<file path="src/rtl/skt_pkg.sv">
// Shared types and constants for the sorted key table.
// Holds the request/response beat structs and the stored entry layout.
// No dependencies.
package skt_pkg;

  localparam int DEPTH_DEF = 16;
  localparam int KEY_W     = 32;
  localparam int PAY_W     = 32;
  localparam int CNT_W     = 5;

  typedef enum logic [1:0] {
    OP_INSERT = 2'd0,
    OP_DELETE = 2'd1,
    OP_SEARCH = 2'd2,
    OP_CLEAR  = 2'd3
  } op_t;

  typedef struct packed {
    op_t                     req_type;
    logic signed [KEY_W-1:0] req_key;
    logic [PAY_W-1:0]        req_payload;
  } req_t;

  typedef struct packed {
    logic             success;
    logic [PAY_W-1:0] found_payload;
    logic [CNT_W-1:0] entry_count;
  } rsp_t;

  typedef struct packed {
    logic signed [KEY_W-1:0] key;
    logic [PAY_W-1:0]        payload;
  } entry_t;

  localparam int ENTRY_W = $bits(entry_t);

endpackage

</file>
<file path="src/rtl/skt_ram.sv">
// Generic simple dual-port RAM: one write port, one registered read port.
// Used for the entry store of the sorted key table. No dependencies.
module skt_ram #(
  parameter int WIDTH = 64,
  parameter int DEPTH = 16
) (
  input  logic                     clk,
  input  logic                     we,
  input  logic [$clog2(DEPTH)-1:0] waddr,
  input  logic [WIDTH-1:0]         wdata,
  input  logic [$clog2(DEPTH)-1:0] raddr,
  output logic [WIDTH-1:0]         rdata
);

  logic [WIDTH-1:0] mem [DEPTH];

  always_ff @(posedge clk) begin
    if (we) begin
      mem[waddr] <= wdata;
    end
    rdata <= mem[raddr];
  end

endmodule

</file>
<file path="src/rtl/sorted_key_table.sv">
// Sorted key table top level: sequencer around one entry RAM.
// Depends on skt_pkg and skt_ram.
//
//   channel | dir | payload | beat taken when
//   in_     | in  | req_t   | in_valid  && in_ready
//   out_    | out | rsp_t   | out_valid && out_ready
//
// Every entry visit is a RAM read state (S_RD) then a compare/write state (S_CHK).
// Insert walks down from the top entry to the one below the insert point,
// or to entry 0; an insert into an empty table writes entry 0 directly.
// Delete walks all count entries, search stops at the first hit.
// Clear and failed full/empty requests go from idle straight to the result state.
// Reset empties the table at once (fill count only); no RAM sweep.
// in_ready is high only while idle; a result held on out_ stalls the next finish.
module sorted_key_table
  import skt_pkg::*;
#(
  parameter int DEPTH = DEPTH_DEF
) (
  input  logic clk,
  input  logic rst_n,
  input  logic in_valid,
  output logic in_ready,
  input  req_t in_data,
  output logic out_valid,
  input  logic out_ready,
  output rsp_t out_data
);

  localparam int AW = $clog2(DEPTH);
  localparam int CW = $clog2(DEPTH + 1);
  localparam logic [CW-1:0] FULL = CW'(DEPTH);

  typedef enum logic [4:0] {
    S_IDLE = 5'b00001,
    S_RD   = 5'b00010,
    S_CHK  = 5'b00100,
    S_PUT  = 5'b01000,
    S_OUT  = 5'b10000
  } state_t;

  state_t           state_r, state_nxt;
  req_t             req_r, req_nxt;
  logic [AW-1:0]    idx_r, idx_nxt;
  logic [AW-1:0]    put_r, put_nxt;
  logic [CW-1:0]    count_r, count_nxt;
  logic             found_r, found_nxt;
  logic             succ_r, succ_nxt;
  logic [PAY_W-1:0] fpay_r, fpay_nxt;
  logic             out_valid_r, out_valid_nxt;
  rsp_t             out_data_r, out_data_nxt;

  logic          we;
  logic [AW-1:0] waddr;
  entry_t        wdata;
  entry_t        rd;
  logic          last;
  logic          hit;

  skt_ram #(
    .WIDTH(ENTRY_W),
    .DEPTH(DEPTH)
  ) u_ram (
    .clk  (clk),
    .we   (we),
    .waddr(waddr),
    .wdata(wdata),
    .raddr(idx_r),
    .rdata(rd)
  );

  assign last = (CW'(idx_r) == (count_r - CW'(1)));
  assign hit  = (rd.key == req_r.req_key);

  always_comb begin
    state_nxt     = state_r;
    req_nxt       = req_r;
    idx_nxt       = idx_r;
    put_nxt       = put_r;
    count_nxt     = count_r;
    found_nxt     = found_r;
    succ_nxt      = succ_r;
    fpay_nxt      = fpay_r;
    out_valid_nxt = out_valid_r;
    out_data_nxt  = out_data_r;
    we            = 1'b0;
    waddr         = idx_r;
    wdata         = rd;

    if (out_valid_r && out_ready) begin
      out_valid_nxt = 1'b0;
    end

    unique case (state_r)
      S_IDLE: begin
        if (in_valid) begin
          req_nxt   = in_data;
          succ_nxt  = 1'b0;
          fpay_nxt  = '0;
          found_nxt = 1'b0;
          idx_nxt   = '0;
          state_nxt = S_OUT;
          case (in_data.req_type)
            OP_INSERT: begin
              if (count_r == '0) begin
                put_nxt   = '0;
                state_nxt = S_PUT;
              end else if (count_r != FULL) begin
                idx_nxt   = AW'(count_r - CW'(1));
                state_nxt = S_RD;
              end
            end
            OP_CLEAR: begin
              count_nxt = '0;
              succ_nxt  = 1'b1;
            end
            default: begin
              if (count_r != '0) begin
                state_nxt = S_RD;
              end
            end
          endcase
        end
      end
      S_RD: begin
        state_nxt = S_CHK;
      end
      S_CHK: begin
        state_nxt = S_RD;
        case (req_r.req_type)
          OP_INSERT: begin
            if ($signed(rd.key) < $signed(req_r.req_key)) begin
              put_nxt   = idx_r + AW'(1);
              state_nxt = S_PUT;
            end else begin
              we    = 1'b1;
              waddr = idx_r + AW'(1);
              if (idx_r == '0) begin
                put_nxt   = '0;
                state_nxt = S_PUT;
              end else begin
                idx_nxt = idx_r - AW'(1);
              end
            end
          end
          OP_DELETE: begin
            if (found_r) begin
              we    = 1'b1;
              waddr = idx_r - AW'(1);
            end else if (hit) begin
              found_nxt = 1'b1;
            end
            if (last) begin
              if (found_r || hit) begin
                succ_nxt  = 1'b1;
                count_nxt = count_r - CW'(1);
              end
              state_nxt = S_OUT;
            end else begin
              idx_nxt = idx_r + AW'(1);
            end
          end
          default: begin
            if (hit) begin
              succ_nxt  = 1'b1;
              fpay_nxt  = rd.payload;
              state_nxt = S_OUT;
            end else if (last) begin
              state_nxt = S_OUT;
            end else begin
              idx_nxt = idx_r + AW'(1);
            end
          end
        endcase
      end
      S_PUT: begin
        we        = 1'b1;
        waddr     = put_r;
        wdata     = '{key: req_r.req_key, payload: req_r.req_payload};
        count_nxt = count_r + CW'(1);
        succ_nxt  = 1'b1;
        state_nxt = S_OUT;
      end
      S_OUT: begin
        if (!out_valid_r || out_ready) begin
          out_valid_nxt              = 1'b1;
          out_data_nxt.success       = succ_r;
          out_data_nxt.found_payload = fpay_r;
          out_data_nxt.entry_count   = CNT_W'(count_r);
          state_nxt                  = S_IDLE;
        end
      end
      default: begin
        state_nxt = S_IDLE;
      end
    endcase
  end

  always_ff @(posedge clk) begin
    if (!rst_n) begin
      state_r     <= S_IDLE;
      count_r     <= '0;
      out_valid_r <= 1'b0;
    end else begin
      state_r     <= state_nxt;
      count_r     <= count_nxt;
      out_valid_r <= out_valid_nxt;
    end
    req_r      <= req_nxt;
    idx_r      <= idx_nxt;
    put_r      <= put_nxt;
    found_r    <= found_nxt;
    succ_r     <= succ_nxt;
    fpay_r     <= fpay_nxt;
    out_data_r <= out_data_nxt;
  end

  assign in_ready  = (state_r == S_IDLE);
  assign out_valid = out_valid_r;
  assign out_data  = out_data_r;

endmodule

</file>
<file path="config.mk">
export PLATFORM = sky130hd
export DESIGN_NAME = sorted_key_table
export DESIGN_NICKNAME = d
export VERILOG_FILES = /design/src/rtl/skt_pkg.sv /design/src/rtl/skt_ram.sv /design/src/rtl/sorted_key_table.sv
export SDC_FILE = /design/constraint.sdc
export NUM_CORES = 1
export LEC_CHECK = 0
export ABC_AREA = 1
export BUFFER_PORTS_ARGS = -buffer_cell sky130_fd_sc_hd__buf_4
export CAP_MARGIN = 10
export CORE_MARGIN = 1.5
export CORE_UTILIZATION = 49
export CTS_CLUSTER_DIAMETER = 80
export DETAILED_ROUTE_END_ITERATION = 10
export PLACE_DENSITY = 0.75
export SYNTH_ARGS = -nofsm -noshare
export SYNTH_HDL_FRONTEND = slang
export SYNTH_SLANG_ARGS = --single-unit
</file>
<file path="constraint.sdc">
create_clock -name clk -period 16.7 [get_ports clk]
set_clock_uncertainty 0.15 [all_clocks]
set_input_delay 1.67 -clock clk [delete_from_list [all_inputs] [get_ports clk]]
set_output_delay 1.67 -clock clk [all_outputs]
set_load 0.02 [all_outputs]
</file>
Word level (Yosys, flattened, before mapping)
Memories as Yosys holds them, arrays and structs flattened. A register that Yosys moved wholly into a read port is not among the register bits.
Cells that the tools add are included.
{"block": "totals", "mem_count": 1, "elab_cells": 135, "ramBits": 1024, "out_inout_bits": 40, "register_bits": 157}
{"block": "classes", "muxes": 65, "order_cmp": 1, "eq_ne": 29, "n_reduce_logical": 21, "addsub": 4}
{"name": "u_ram.mem", "depth": 16, "width": 64, "rd": 1, "rd_clocked_by_memory_dff": 1, "wr": 1, "line": "skt_ram.sv:15", "rtl": "logic [WIDTH-1:0] mem [DEPTH];"}
{"op": "$mux 32", "n": 3}
{"op": "$mux 4", "n": 18}
{"op": "$mux 64", "n": 1}
{"op": "$pmux 32 s2", "n": 1}
{"op": "$mux 5", "n": 12}
{"op": "$pmux 4 s2", "n": 5}
{"op": "$eq 32x32->1", "n": 1}
{"op": "$lt 32x32->1", "n": 1}
{"op": "$pmux 5 s5", "n": 1}
{"op": "$pmux 5 s2", "n": 2}
{"op": "$ne 2x2->1 const B", "n": 9}
{"op": "$ne 3x3->1 const B", "n": 6}
{"op": "$reduce_and 6->1", "n": 3}
{"op": "$mux 1", "n": 16}
{"op": "$pmux 5 s3", "n": 1}
{"op": "$pmux 1 s2", "n": 4}
{"op": "$ne 2x1->1 const B", "n": 3}
{"op": "$reduce_and 2->1", "n": 3}
{"op": "$add 5x1->5 const B", "n": 1}
{"op": "$eq 4x5->1", "n": 1}
{"op": "$eq 5x1->1 const B", "n": 1}
{"op": "$eq 5x2->1 const B", "n": 1}
{"op": "$eq 5x3->1 const B", "n": 1}
{"op": "$eq 5x4->1 const B", "n": 1}
{"op": "other kinds (22)", "n": 24}

Depth between registers and ports, before layout
{"block": "depth", "depth_word": 6, "ltp_mapped": 22, "mapped_depth_nobuf": 22}

Modules after synthesis
Synthesis repeated with hierarchy kept, for this count alone.
{"block": "hier_totals", "hier_cells": 4955, "area_unflattened_um2": 52923.3}
{"module": "skt_ram", "instances": 1, "cells_each": 4210, "area_per_inst_um2": 45285.9, "seq_area_each_um2": 32030.7}
{"module": "sorted_key_table", "instances": 1, "cells_each": 745, "area_per_inst_um2": 7637.3, "seq_area_each_um2": 4604.4}

Least setup slack after synthesis
Ideal clock, no wire load.
{"block": "synth_path", "path_type": "input to register", "start": "input in_valid", "end": "register fpay_r[0], enable pin", "setup_ps": 432, "cell_stages": 4, "n_path_buf": 0, "arrival_time_ps": 6386, "required_time_ps": 16118, "setup_slack_ps": 9732, "path_cell_list": "inv_1 -> nor2_1 -> nor2_1 -> a21oi_1"}
{"block": "synth_between", "elab_chain_len": 2}
{"element": "from (decl)", "line": "sorted_key_table.sv:22", "rtl": "input logic in_valid,"}
{"element": "$ne 2x2->1 (no source line)"}
{"element": "$reduce_and 4->1 (no source line)"}
{"element": "to (signal assigned)", "line": "sorted_key_table.sv:214", "rtl": "fpay_r <= fpay_nxt;"}
{"element": "to (decl)", "line": "sorted_key_table.sv:49", "rtl": "logic [PAY_W-1:0] fpay_r, fpay_nxt;"}
Every way passes these cells.
A chain may end at the register's enable or synchronous reset.

Worst setup path after layout
{"block": "layout_path", "start": "register idx_r[0]", "end": "memory u_ram.mem[2][47], enable pin"}
{"block": "layout_between", "elab_chain_len": 4, "word_cells_on_any_way": 6, "cone_classes": "2 x add/sub; 4 x mux"}
{"element": "from (decl)", "line": "sorted_key_table.sv:44", "rtl": "logic [AW-1:0] idx_r, idx_nxt;"}
{"element": "from (signal assigned)", "line": "sorted_key_table.sv:210", "rtl": "idx_r <= idx_nxt;"}
{"element": "$sub 4x1->4 or $add 4x1->4 (tied branches)", "line": "sorted_key_table.sv:149, sorted_key_table.sv:137"}
{"element": "$mux 4, on equally long branches", "line": "sorted_key_table.sv:147, sorted_key_table.sv:132"}
{"element": "$pmux 4 s2", "line": "sorted_key_table.sv:130", "rtl": "case (req_r.req_type)"}
{"element": "$pmux 4 s2 *", "line": "sorted_key_table.sv:94", "rtl": "unique case (state_r)"}
{"element": "to (decl)", "line": "skt_ram.sv:15"}
Every way passes the cells marked *; elsewhere a longest branch is shown, timed or not.

==> results_dict.tcl <==
set metrics [dict create \
    max-cap-violations 0 \
    violations "design-rule violations" \
    place_inst 4846 \
    grt_max_degree 247 \
    port-buffer-count 109 \
    clock_power_share_pct 28.8 \
    post_drt_wl_per_cell_um 21.7 \
    dieArea_um2 100000 \
    switchingPower_mw 2.89 \
    pwr-share-seq_pct 45.3 \
    design_area_um2 54300 \
    fin_nets 3799 \
    postCtsSetupBuffers 0 \
    synth_edf_count 1170 \
    fmax_mhz 195 \
    sw_frac_of_total_pct 32.1 \
    cp_max_fo 93 \
    finalSetupTns_ps 0 \
    drv_slew 0 \
    wl_um 110000 \
    layout-drive-gt1-share_pct 11.1 \
    mostFrequentLayoutCell "edfxtp_1" \
    numCtsBuffers 115 \
    htreeDepth 3 \
    synth.avg_cell_area_um2 13.4 \
    grt_setup_unrepaired "false" \
    fin_ws_ps 11570 \
    grt-ovfl-total 0 \
    async_flop_share_pct 0 \
    hpwl_um 57000 \
    start_kind "flop" \
    syn_nets 3706 \
    hold_viol 0 \
    syn_to_final_growth_pct 12.9 \
    ys.flop_type "edfxtp_1" \
    grt_pass1_vias 28641 \
    cellPowerDensity_nw_per_um2 166 \
    ys_types 45 \
    p_int_mw 6.11 \
    io_pins 110 \
    clock_path_buffers 3 \
    grt.total_usage_pct 21.8 \
    antenna_found_initial 0 \
    worstSkewPairLatency_ps 700 \
    dieHeight_um 316 \
    pre_cts_ws_ps 11610 \
    cts_tree "built" \
    syn_inst 3597 \
    yosysWarnings 0 \
    gp_congestion 0.811 \
    ir_worst_vdd_uv 95.5 \
    grt_pass1_wl_um 167000 \
    placed_area_um2 50500 \
    fin_crit_ps 5130 \
    avgViaCountPerCell 5.83 \
    outcome "finished with violations" \
    arrival_ps 5300 \
    relSlewSlack_pct 17.9 \
    synth_seq_cells 1245 \
    core-area_um2 97000 \
    ys_seq_area_share_pct 76.2 \
    setup_viol 0 \
    first_pass_iters 10 \
    cts_hold_buf 0 \
    clk_pin_slew_worst_paths_ps 70 \
    path_class "flop to flop" \
    power_leakage_nw 18.2 \
    drtIter0Drc 3513 \
    post-route-period-util_pct 30.7 \
    start_util_pct 49.6 \
    cts_resized 0 \
    stdcell_count 5067 \
    worst_pin_slew_ps 1220 \
    synth_area_um2 48100 \
    combPwrFrac_pct 25.9 \
    drc_errors 2 \
    antenna_left 0 \
    root_buffer "clkbuf_16" \
    rows 114 \
    hp-class "flop to flop" \
    critical_path_required_ps 16870 \
    final_cell_mix "edfxtp_1 (1,170), nor2_1 (581), o21ai_0 (571), nand2_1 (269), buf_4 (202)" \
    end_kind "flop" \
    fp.dieW_um 316 \
    vias 29529 \
    cts_sinks 1245 \
]
[metal layers]
metal	share of wire, %	global-route usage (%)	up-vias
met5	0	0	-
met4	2.6	7.32	0
met3	8.5	3.53	213
met2	49	35.6	1364
met1	40	29.9	14461
li1	-	-	13491
[Yosys cell counts, types with 5 or more instances]
cell	count	area, um^2
nand2_1	269	1010
o21ai_0	588	2940
edfxtp_1	1170	35100
inv_1	117	439
buf_1	15	56.3
a211oi_1	5	37.5
nor2_1	601	2260
o221ai_1	96	841
nand3_2	5	50.1
nand4_1	6	37.5
dfxtp_1	75	1500
clkbuf_1	198	743
nand2_2	7	43.8
a21oi_1	29	145
o22ai_1	168	1050
o211ai_1	36	270
ha_1	39	488
buf_2	14	70.1
xor2_1	8	70.1
nand3_1	112	561
[flip-flops by register name, summed over array words and instances, names as in the netlist]
name / flops
state_r: 5
fpay_r: 32
succ_r: 1
u_ram.mem: 1024
idx_r: 4
u_ram.rdata: 64
req_r: 66
put_r: 4
out_valid: 1
out_data: 38
found_r: 1
count_r: 5
[layout make-up]
class / instances / area [um^2]
antenna: 2 / 5.00
clock buffer: 150 / 3150
clock inverter: 66 / 593
fill: 7441 / 42700
inverter: 123 / 478
multi-input combinational: 2001 / 10300
sequential: 1245 / 36600
tap: 1276 / 1600
timing repair buffer: 204 / 1560
[critical path, cell delays in order, from the launching register on]
cell	delay, ps
edfxtp_1	320
buf_4	550
buf_4	850
ha_1	290
xnor2_1	190
inv_1	80
nand4_1	110
nand3_1	90
nand2_1	110
nand2_4	90
nor2_4	120
nand2_2	160
nor2_4	770
buf_4	720
[logic make-up after synthesis]
kind of cell	Yosys count	share of synthesized area [%]
AO/OA/AOI/OAI	937	11.3
XOR/XNOR	11	0.200
adder cells (fa/ha/maj)	39	1.01
buffers and inverters	351	2.78
flip-flops	1245	76.2
AND/OR/NAND/NOR	1014	8.53
[per-stage QoR]
step                util, %  hold WS, ps  power [mW]
floorplan                 -          250        5.63
global placement       52.1          254        6.36
detailed placement     52.1          255        6.44
CTS                    55.9          266        9.01
global route           56.0          277        9.41
finish                 56.0          268        9.00
[power by group through the flow]
stage               Clock, mW  Combinational, mW  Sequential [mW]
CTS                      2.62               2.31             4.08
detailed placement          0               2.30             4.15
global placement            0               2.22             4.14
finish                   2.59               2.33             4.08
global route             2.74               2.57             4.09
floorplan                   0               1.49             4.14
[path summary, 6_finish.rpt]
kind | endpoint | from | slack [ps] | cells past startpoint
min | out_data[27] | fpay_r[22] | 270 | 0
min reg2reg | out_data[27] | fpay_r[22] | 270 | 0
max | u_ram.mem[2][47] | idx_r[0] | 11570 | 13
max reg2reg | u_ram.mem[2][47] | idx_r[0] | 11570 | 13
Note: power is estimated with default switching activity, not from simulation.
